`src/rtl/core/response_time_analysis_macros.svh`:
```
// ----------------------------------------------------------------------------
// Response time analysis assertion macros
// Concurrent assertion shorthands clocked on clk and disabled during rst.
// ----------------------------------------------------------------------------
`ifndef RESPONSE_TIME_ANALYSIS_MACROS_SVH
`define RESPONSE_TIME_ANALYSIS_MACROS_SVH

// Same-cycle implication
`define RTA_ASSERT_NOW(label, ante, cons, msg) \
  label: assert property (@(posedge clk) disable iff (rst) (ante) |-> (cons)) \
    else $error(msg);

// Next-cycle implication
`define RTA_ASSERT_NEXT(label, ante, cons, msg) \
  label: assert property (@(posedge clk) disable iff (rst) (ante) |=> (cons)) \
    else $error(msg);

`endif

```
`src/rtl/core/rta_pkg.sv`:
```
// ----------------------------------------------------------------------------
// Response time analysis package
// Shared widths, defaults, outcome codes and sequencer states.
// ----------------------------------------------------------------------------
`timescale 1ns / 1ps

package rta_pkg;

  // Field widths
  localparam int C_W = 16;  // execution time and period
  localparam int R_W = 32;  // response time

  // Parameter defaults
  localparam int MAX_TASKS_DEF = 8;
  localparam int MAX_ITER_DEF  = 100;

  // Result codes
  typedef enum logic [1:0] {
    OC_CONVERGED  = 2'd0,
    OC_EXCEEDED   = 2'd1,
    OC_ITER_LIMIT = 2'd2,
    OC_TABLE_FULL = 2'd3
  } outcome_t;

  // Sequencer states
  typedef enum logic [3:0] {
    ST_IDLE,
    ST_PASS,
    ST_READ,
    ST_DIVINIT,
    ST_DIV,
    ST_MUL,
    ST_ACC,
    ST_EVAL,
    ST_FIN
  } state_t;

endpackage

```
`src/rtl/core/rta_ram.sv`:
```
// ----------------------------------------------------------------------------
// Generic RAM
// One write port, one read port, registered read data.
// ----------------------------------------------------------------------------
`timescale 1ns / 1ps

module rta_ram #(
  parameter int WIDTH = 32,
  parameter int DEPTH = 8,
  localparam int AW = (DEPTH > 1) ? $clog2(DEPTH) : 1
) (
  input  logic             clk,
  input  logic             we,
  input  logic [AW-1:0]    waddr,
  input  logic [WIDTH-1:0] wdata,
  input  logic [AW-1:0]    raddr,
  output logic [WIDTH-1:0] rdata
);

  logic [WIDTH-1:0] mem [DEPTH];

  // Write port
  always_ff @(posedge clk) begin
    if (we) begin
      mem[waddr] <= wdata;
    end
  end

  // Registered read port
  always_ff @(posedge clk) begin
    rdata <= mem[raddr];
  end

endmodule

```
`src/rtl/core/response_time_analysis.sv`:
```
// ----------------------------------------------------------------------------
// Response time analysis
// Fixed-priority response-time iteration over a table of stored tasks.
// ----------------------------------------------------------------------------
// Tasks arrive highest priority first, one per transaction; tuser set clears
// the table before the task. For each task the block iterates
// R = C + sum(ceil(R/T_j) * C_j) over the stored tasks, starting at R = C,
// until R repeats, R exceeds the task's period, or MAX_ITER passes are done,
// then appends the task to the table. A task arriving with MAX_TASKS entries
// stored is reported as table full and not stored. For every stored task a
// pass goes through a table read, divider setup, a 32-step bit-serial
// divider, one multiply and one accumulate, and each pass adds a pass setup
// state and an evaluate state; a table-full task goes from accept straight
// to the output stage. The input is not ready while a task is analysed; one
// finished result may wait in the output register while the next task is
// taken.
`timescale 1ns / 1ps
`include "response_time_analysis_macros.svh"

module response_time_analysis #(
  parameter int MAX_TASKS = rta_pkg::MAX_TASKS_DEF,
  parameter int MAX_ITER  = rta_pkg::MAX_ITER_DEF
) (
  input  logic        clk,
  input  logic        rst,
  input  logic        s_tvalid,
  output logic        s_tready,
  input  logic [31:0] s_tdata,   // exec_ticks[15:0], task_period[31:16]
  input  logic        s_tuser,   // first[0]
  output logic        m_tvalid,
  input  logic        m_tready,
  output logic [39:0] m_tdata    // response_ticks[31:0], outcome[33:32],
                                 // schedulable[34], zero[39:35]
);

  localparam int C_W    = rta_pkg::C_W;
  localparam int R_W    = rta_pkg::R_W;
  localparam int P_W    = R_W + C_W;
  localparam int AW     = (MAX_TASKS > 1) ? $clog2(MAX_TASKS) : 1;
  localparam int CNT_W  = $clog2(MAX_TASKS + 1);
  localparam int PASS_W = (MAX_ITER > 1) ? $clog2(MAX_ITER) : 1;

  rta_pkg::state_t   state, state_next;
  rta_pkg::outcome_t code;

  logic [CNT_W-1:0]  count;
  logic [CNT_W-1:0]  j;
  logic [PASS_W-1:0] pass;
  logic [4:0]        bitcnt;
  logic [C_W-1:0]    c_reg, t_reg, hp_c, divisor, rem;
  logic [R_W-1:0]    r, quo, rn, ceil_q;
  logic [R_W:0]      acc;
  logic [P_W-1:0]    prod;
  logic [P_W:0]      acc_sum;
  logic [C_W:0]      rem_sh, rem_diff;
  logic              accept, full_in, out_free, eval_done;
  logic [CNT_W-1:0]  count_in;

  logic              ram_we;
  logic [2*C_W-1:0]  ram_rdata;

  logic [R_W-1:0]    out_resp;
  rta_pkg::outcome_t out_code;
  logic              out_sched;

  // Table of higher-priority tasks: {period, exec}
  rta_ram #(
    .WIDTH (2 * C_W),
    .DEPTH (MAX_TASKS)
  ) u_table (
    .clk   (clk),
    .we    (ram_we),
    .waddr (count[AW-1:0]),
    .wdata ({t_reg, c_reg}),
    .raddr (j[AW-1:0]),
    .rdata (ram_rdata)
  );

  // Shared helper terms
  assign accept    = s_tvalid && s_tready;
  assign count_in  = s_tuser ? '0 : count;
  assign full_in   = (count_in >= CNT_W'(MAX_TASKS));
  assign out_free  = !m_tvalid || m_tready;
  assign rn        = acc[R_W] ? '1 : acc[R_W-1:0];
  assign eval_done = (rn == r) || (rn > R_W'(t_reg)) || (pass == PASS_W'(MAX_ITER - 1));
  assign rem_sh    = {rem, quo[R_W-1]};
  assign rem_diff  = rem_sh - {1'b0, divisor};
  assign ceil_q    = quo + R_W'(rem != '0);
  assign acc_sum   = (P_W + 1)'(acc[R_W-1:0]) + (P_W + 1)'(prod);

  // State register
  always_ff @(posedge clk) begin
    if (rst) begin
      state <= rta_pkg::ST_IDLE;
    end else begin
      state <= state_next;
    end
  end

  // Next state and control outputs
  always_comb begin
    state_next = state;
    s_tready   = 1'b0;
    ram_we     = 1'b0;
    unique case (state)
      rta_pkg::ST_IDLE: begin
        s_tready = 1'b1;
        if (s_tvalid) begin
          state_next = full_in ? rta_pkg::ST_FIN : rta_pkg::ST_PASS;
        end
      end
      rta_pkg::ST_PASS: begin
        state_next = (count == '0) ? rta_pkg::ST_EVAL : rta_pkg::ST_READ;
      end
      rta_pkg::ST_READ:    state_next = rta_pkg::ST_DIVINIT;
      rta_pkg::ST_DIVINIT: state_next = rta_pkg::ST_DIV;
      rta_pkg::ST_DIV: begin
        if (bitcnt == 5'd31) begin
          state_next = rta_pkg::ST_MUL;
        end
      end
      rta_pkg::ST_MUL: state_next = rta_pkg::ST_ACC;
      rta_pkg::ST_ACC: begin
        state_next = (j + 1'b1 == count) ? rta_pkg::ST_EVAL : rta_pkg::ST_READ;
      end
      rta_pkg::ST_EVAL: begin
        if (eval_done) begin
          ram_we     = 1'b1;
          state_next = rta_pkg::ST_FIN;
        end else begin
          state_next = rta_pkg::ST_PASS;
        end
      end
      rta_pkg::ST_FIN: begin
        if (out_free) begin
          state_next = rta_pkg::ST_IDLE;
        end
      end
      default: state_next = rta_pkg::ST_IDLE;
    endcase
  end

  // Stored task count
  always_ff @(posedge clk) begin
    if (rst) begin
      count <= '0;
    end else if (accept && s_tuser) begin
      count <= '0;
    end else if (ram_we) begin
      count <= count + 1'b1;
    end
  end

  // Datapath: iteration, serial divider, multiply and accumulate
  always_ff @(posedge clk) begin
    unique case (state)
      rta_pkg::ST_IDLE: begin
        if (accept) begin
          c_reg <= s_tdata[C_W-1:0];
          t_reg <= s_tdata[2*C_W-1:C_W];
          pass  <= '0;
          if (full_in) begin
            r    <= '0;
            code <= rta_pkg::OC_TABLE_FULL;
          end else begin
            r <= R_W'(s_tdata[C_W-1:0]);
          end
        end
      end
      rta_pkg::ST_PASS: begin
        acc <= (R_W + 1)'(c_reg);
        j   <= '0;
      end
      rta_pkg::ST_READ: ;
      rta_pkg::ST_DIVINIT: begin
        hp_c    <= ram_rdata[C_W-1:0];
        // stored period of zero divides as one
        divisor <= (ram_rdata[2*C_W-1:C_W] == '0) ? C_W'(1) : ram_rdata[2*C_W-1:C_W];
        rem     <= '0;
        quo     <= r;
        bitcnt  <= '0;
      end
      rta_pkg::ST_DIV: begin
        // restoring division, one quotient bit per cycle
        if (!rem_diff[C_W]) begin
          rem <= rem_diff[C_W-1:0];
          quo <= {quo[R_W-2:0], 1'b1};
        end else begin
          rem <= rem_sh[C_W-1:0];
          quo <= {quo[R_W-2:0], 1'b0};
        end
        bitcnt <= bitcnt + 1'b1;
      end
      rta_pkg::ST_MUL: begin
        prod <= P_W'(ceil_q) * P_W'(hp_c);
      end
      rta_pkg::ST_ACC: begin
        // saturating sum, bit R_W marks overflow
        if (acc[R_W] || (acc_sum[P_W:R_W] != '0)) begin
          acc <= {1'b1, {R_W{1'b1}}};
        end else begin
          acc <= {1'b0, acc_sum[R_W-1:0]};
        end
        j <= j + 1'b1;
      end
      rta_pkg::ST_EVAL: begin
        pass <= pass + 1'b1;
        if (rn == r) begin
          code <= rta_pkg::OC_CONVERGED;
        end else begin
          r <= rn;
          if (rn > R_W'(t_reg)) begin
            code <= rta_pkg::OC_EXCEEDED;
          end else begin
            code <= rta_pkg::OC_ITER_LIMIT;
          end
        end
      end
      rta_pkg::ST_FIN: begin
        if (out_free) begin
          out_resp  <= r;
          out_code  <= code;
          out_sched <= (code != rta_pkg::OC_TABLE_FULL) && (r <= R_W'(t_reg));
        end
      end
      default: ;
    endcase
  end

  // Output register valid
  always_ff @(posedge clk) begin
    if (rst) begin
      m_tvalid <= 1'b0;
    end else if (state == rta_pkg::ST_FIN && out_free) begin
      m_tvalid <= 1'b1;
    end else if (m_tready) begin
      m_tvalid <= 1'b0;
    end
  end

  assign m_tdata = {5'b0, out_sched, out_code, out_resp};

  // Assertions
  `RTA_ASSERT_NOW(a_count_bound, 1'b1, count <= CNT_W'(MAX_TASKS), "count above table size")
  `RTA_ASSERT_NOW(a_div_rem, state == rta_pkg::ST_DIV, rem < divisor, "remainder out of range")
  `RTA_ASSERT_NEXT(a_busy, accept, state != rta_pkg::ST_IDLE, "idle after transaction")
  `RTA_ASSERT_NOW(a_full_out,
                  m_tvalid && out_code == rta_pkg::OC_TABLE_FULL,
                  out_resp == '0 && !out_sched,
                  "table full result not cleared")
  `RTA_ASSERT_NOW(a_exceed_out,
                  m_tvalid && out_code == rta_pkg::OC_EXCEEDED,
                  !out_sched,
                  "exceeded period marked schedulable")

endmodule
```
`config.mk`:
```
export PLATFORM = sky130hd
export DESIGN_NAME = response_time_analysis
export DESIGN_NICKNAME = d
export VERILOG_FILES = /design/src/rtl/core/rta_pkg.sv /design/src/rtl/core/rta_ram.sv /design/src/rtl/core/response_time_analysis.sv
export VERILOG_INCLUDE_DIRS = /design/src /design/src/rtl/core
export SDC_FILE = /design/constraint.sdc
export NUM_CORES = 2
export LEC_CHECK = 0
export BUFFER_PORTS_ARGS = -buffer_cell sky130_fd_sc_hd__clkbuf_2
export CORE_ASPECT_RATIO = 1.2
export CORE_MARGIN = 2
export CORE_UTILIZATION = 50
export CTS_CLUSTER_SIZE = 8
export DETAILED_ROUTE_END_ITERATION = 12
export PLACE_DENSITY = 0.66
export SLEW_MARGIN = 25
export SYNTH_ARGS = -nofsm -noshare
export SYNTH_HDL_FRONTEND = slang
export SYNTH_SLANG_ARGS = --single-unit
export TNS_END_PERCENT = 10
```
`constraint.sdc`:
```
create_clock -name clk -period 13.6 [get_ports clk]
set_clock_uncertainty 0.15 [all_clocks]
set_input_delay 1.36 -clock clk [delete_from_list [all_inputs] [get_ports clk]]
set_output_delay 1.36 -clock clk [all_outputs]
set_load 0.01 [all_outputs]
```
# Yosys cells after proc, flatten, opt, wreduce, memory -nomap -nowiden
# Memory sizes are Yosys's and may differ from the RTL's. A register that Yosys moved wholly into a read port is not among the register bits.
# Index checks and enable logic that the tools add are counted.
# Widths: inputs -> output; s select.
[totals]
ff_bits = 287
word_cells = 111
out_inout_bits = 42
n_memories = 1
mem_bits_rw = 256
inputBits = 37
[memory_table]
columns = ["memory", "words", "width", "read_ports", "rd_ports_with_merged_regs", "wr", "line_no", "source"]
rows = [
  ["u_table.mem", 8, 32, 1, 1, 1, "rta_ram.sv:20", "logic [WIDTH-1:0] mem [DEPTH];"],
]
[op_classes]
n_mux = 36
n_lt_le_gt_ge = 3
mul = 1
n_addsub = 7
n_reduce_logical = 25
n_eq_ne = 19
[ops]
columns = ["op", "count"]
rows = [
  ["$pmux 32 s2", 2],
  ["$mux 32", 3],
  ["$pmux 33 s2", 1],
  ["$add 32x48->49", 1],
  ["$mul 32x16->48", 1],
  ["$pmux 4 s9", 1],
  ["$mux 33", 1],
  ["$add 32x1->32", 1],
  ["$eq 32x32->1", 1],
  ["$gt 32x16->1", 1],
  ["$le 32x16->1", 1],
  ["$mux 16", 2],
  ["$pmux 16 s2", 1],
  ["$mux 4", 6],
  ["$reduce_bool 17->1", 1],
  ["$sub 17x16->17", 1],
  ["$eq 4x3->1 const B", 4],
  ["$logic_not 16->1", 1],
  ["$reduce_bool 16->1", 1],
  ["$ne 2x2->1 const B", 7],
  ["$pmux 7 s2", 1],
  ["$pmux 5 s2", 1],
  ["$reduce_and 3->1", 3],
  ["$add 4x1->4 const B", 2],
  ["other kinds (22)", 46],
]

# Logic depth before layout (Yosys ltp)
[logic_depth]
ltp_word = 8
depth_mapped = 33
ltp_nobuf = 32

# Cells and area by module
# Synthesis repeated with hierarchy kept, for this count alone.
[unflattened]
cells_unflattened = 3721
hier_area_um2 = 42209.2
[modules_own_cells]
columns = ["module", "seq_area_each_um2", "area_per_inst_um2", "n_inst", "cells_per_inst"]
rows = [
  ["response_time_analysis", 8528.2, 31742.9, 1, 3306],
  ["rta_ram", 8328.0, 10466.3, 1, 415],
]

# Worst setup path before layout
# OpenSTA, ideal clock, no wires.
[synth_timing]
path_kind = "register to register"
start = "register rem[0]"
end = "register prod[45] (data pin)"
period_less_slack_ns = 8.261
n_path_buf = 1
arrival_time_ns = 7.838
stages_incl_launch_ff = 31
t_required_ns = 13.177
setup_ns = 0.273
path_slack_ns = 5.339
path_cell_list = "edfxtp_1 -> nor4_1 -> nand4_1 -> ha_1 -> ha_1 -> nand2_1 -> nor2_1 -> nand4_1 -> xnor2_1 -> clkbuf_1 -> nand2_1 -> fa_1 -> inv_1 -> fa_1 -> fa_1 -> fa_1 -> fa_1 -> inv_1 -> fa_1 -> inv_1 -> ha_1 -> and2_0 -> and4_1 -> and4bb_1 -> nor3_1 -> nor3_1 -> a221o_1 -> a311o_1 -> a211oi_2 -> mux2i_1 -> o2111ai_1"
[synth_via]
elab_chain_len = 3
[synth_rtl]
columns = ["item", "line_no", "source"]
rows = [
  ["start: declaration", "response_time_analysis.sv:50", "logic [C_W-1:0] c_reg, t_reg, hp_c, divisor, rem;"],
  ["start signal: assignment", "response_time_analysis.sv:186", "rem <= rem_diff[C_W-1:0];"],
  ["start signal: assignment", "response_time_analysis.sv:189", "rem <= rem_sh[C_W-1:0];"],
  ["$reduce_bool 16->1", "response_time_analysis.sv:88", "assign ceil_q = quo + R_W'(rem != '0);"],
  ["$add 32x1->32", "response_time_analysis.sv:88", ""],
  ["$mul 32x16->48", "response_time_analysis.sv:195", "prod <= P_W'(ceil_q) * P_W'(hp_c);"],
  ["end signal: assignment", "response_time_analysis.sv:195", ""],
  ["end: declaration", "response_time_analysis.sv:53", "logic [P_W-1:0] prod;"],
]
# No other way between the ends.
# A chain may end at the register's enable or synchronous reset.

# Worst setup path in the final report
[layout_timing]
start = "register rem[9]"
end = "register prod[45] (data pin)"
# The elaborated chain is that of the path after synthesis.

==> run metrics <==
run status complete, no violations; RSZ-0062 raised after global routing no; post-synth top area share 0.379; global-route wire length before repair 171 mm; CTS buffer count approximately 80; Worst path max stage delay 560 ps; CTS Root Cell clkbuf_16; Top Registers u_table.mem x256, prod x48, acc x33; Critical Path Source Type register; setup TNS 0 ps; Max Clock Freq roughly 100 MHz; ant diodes 0; Crit Path Max Fanout 16; Hold Vio Cnt, Final 0; vias in the first global route approximately 29,000; Tcrit/Tclk final 0.701; largest net degree at the start of global routing 63; filler instances 7,131; antenna violations before repair 3; post-synth cell types between 80 and 90; final wirelength roughly 110 mm; reg2reg path depth 30; Mapped Cells 3,770; initial DRC count 2,238; clk sink count 575; clock latency on the worst-skew pair 620 ps; Die W ~270 um; Die Y 323 um; pre-CTS WS 4070 ps; routed via count 28,239; most used cell, CP fa_1; CTS tree built; Setup WS post-layout 4070 ps; GRT Resource Usage Total 0.257; max FFs per register between 200 and 300; hold path cells 0; Avg Inst Size Synth 11.2 sq um; Post-synth top cells edfxtp_1, nand2_1, inv_1; core area 83,600 sq um; CTS H-tree depth 3; async set-reset flop share out of synthesis 0; Layout area overhead 9.77%; routed length per instance between 20 and 25 um; clk buf depth 3; hold_buf cts 0; Site Rows 116; total iterations of the first detailed-routing run 7; Initial Util 0.506; Hold Path Class register to register; cell with the most instances after synthesis edfxtp_1; Top Ports 79; area leader, netlist edfxtp_1; Final min period 9530 ps; share of post-route cells with drive strength above 1 0.103; post-CTS sizing 0; worst slew pin tran 1070 ps; Final Net Count between 4,000 and 5,000; final setup fails 0; via/cell ratio 5.67; total gr overflow 0; die footprint ~87,000 sq um; antenna-violating nets left 0; Crit path depth 30; Seq/Total Area, Yosys 0.399; DP Area 44,100 sq um; post-DP HPWL around 77 mm; WS Path Type register to register; Critical Path RT about 14,000 ps; Worst Path Arrival 9720 ps; post-route DRC violation count 0; Biggest register u_table.mem; Clock transition at path regs 60 ps; Post-synth EDFFs 534; top cells by area, synth edfxtp_1, fa_1, ha_1; Placer Congestion 0.916; YS warnings 0; Crit. End Element register; synthesized flop and latch total 575; MaxCap Viol Count 0; Setup Buffers After CTS 0; Slew HR 0.286; Worst path top cell family by delay adder cells; Design Area, Final 46,400 sq um; PortBufs 73; most common flop cell mapped by yosys edfxtp_1; Max Slew Vio Count 0; crit path max-delay cell type fa_1; CP bufs+invs 4; Synth Cell Area 42,300 sq um
[metal layers]
metal,vias up,share of wire,track usage
met3,200,0.062,0.0278
met2,1011,0.50,0.441
met4,0,0.031,0.0837
met1,14307,0.41,0.342
li1,12721,-,-
met5,-,0,0
[worst reg2reg max path: cells and delay by family, from the launching register on]
| family | cells | cell delay (ps) |
|---|---|---|
| compound gates | 7 | 2030 |
| fa+ha+maj | 9 | 3990 |
| buf+inv | 4 | 220 |
| xor+xnor | 1 | 310 |
| flops | 1 | 410 |
| simple gates | 8 | 1930 |
| mux | 1 | 240 |
[cells by family after synthesis]
kind of cell,Yosys count,share of synthesized area
compound gates,418,0.0669
xor+xnor,134,0.0277
fa+ha+maj,629,0.261
buf+inv,685,0.0620
flops,575,0.399
mux,121,0.0487
other cells,1,0.0000887
simple gates,1207,0.135
[cells in the final DEF (no fill, tap or decap), types with 19 or more instances in the layout]
master	count
edfxtp_1	534
nand2_1	519
inv_1	506
fa_1	420
and2_1	217
ha_1	209
nor2_1	171
a21oi_1	117
clkbuf_16	82
clkbuf_2	73
xnor2_1	67
mux4_2	64
buf_4	62
nand3_1	61
o21ai_0	58
nor3_1	55
a21o_1	54
xor2_1	48
clkbuf_1	44
dfxtp_1	41
mux2_2	37
o21a_1	29
nor4_1	27
nand4_1	26
and3_1	24
mux2i_1	20
a31oi_1	19
[stage by stage]
stage	hold slack [ps]	utilization	std cells
6_report	249	0.555	4983
2_1_floorplan	236	-	3774
4_1_cts	248	0.555	4983
3_5_place_dp	239	0.527	4851
5_1_grt	256	0.555	4983
3_3_place_gp	237	0.527	4851
[final timing paths]
path         slack, ps                startpoint                 end
max               4070      rem[9]$_SDFFCE_PN0P_  prod[45]$_DFFE_PP_
min                250  u_table.rdata[1]$_DFF_P_   hp_c[1]$_DFFE_PP_
max reg2reg       4070      rem[9]$_SDFFCE_PN0P_  prod[45]$_DFFE_PP_
min reg2reg        250  u_table.rdata[1]$_DFF_P_   hp_c[1]$_DFFE_PP_
[final cells by class]
cell class,instances,area (sq um),share of cell area
Clock inverter,6,125,0.00270
Sequential cell,575,16900,0.363
Timing Repair Buffer,135,831,0.0179
Clock buffer,126,2220,0.0478
Multi-Input combinational cell,2514,23100,0.497
Tap cell,1121,1400,0.0302
Inverter,506,1900,0.0409
Power is left out: the tool's default activity adds up to more than one toggle a clock period on the data nets, which glitch-free logic cannot reach.
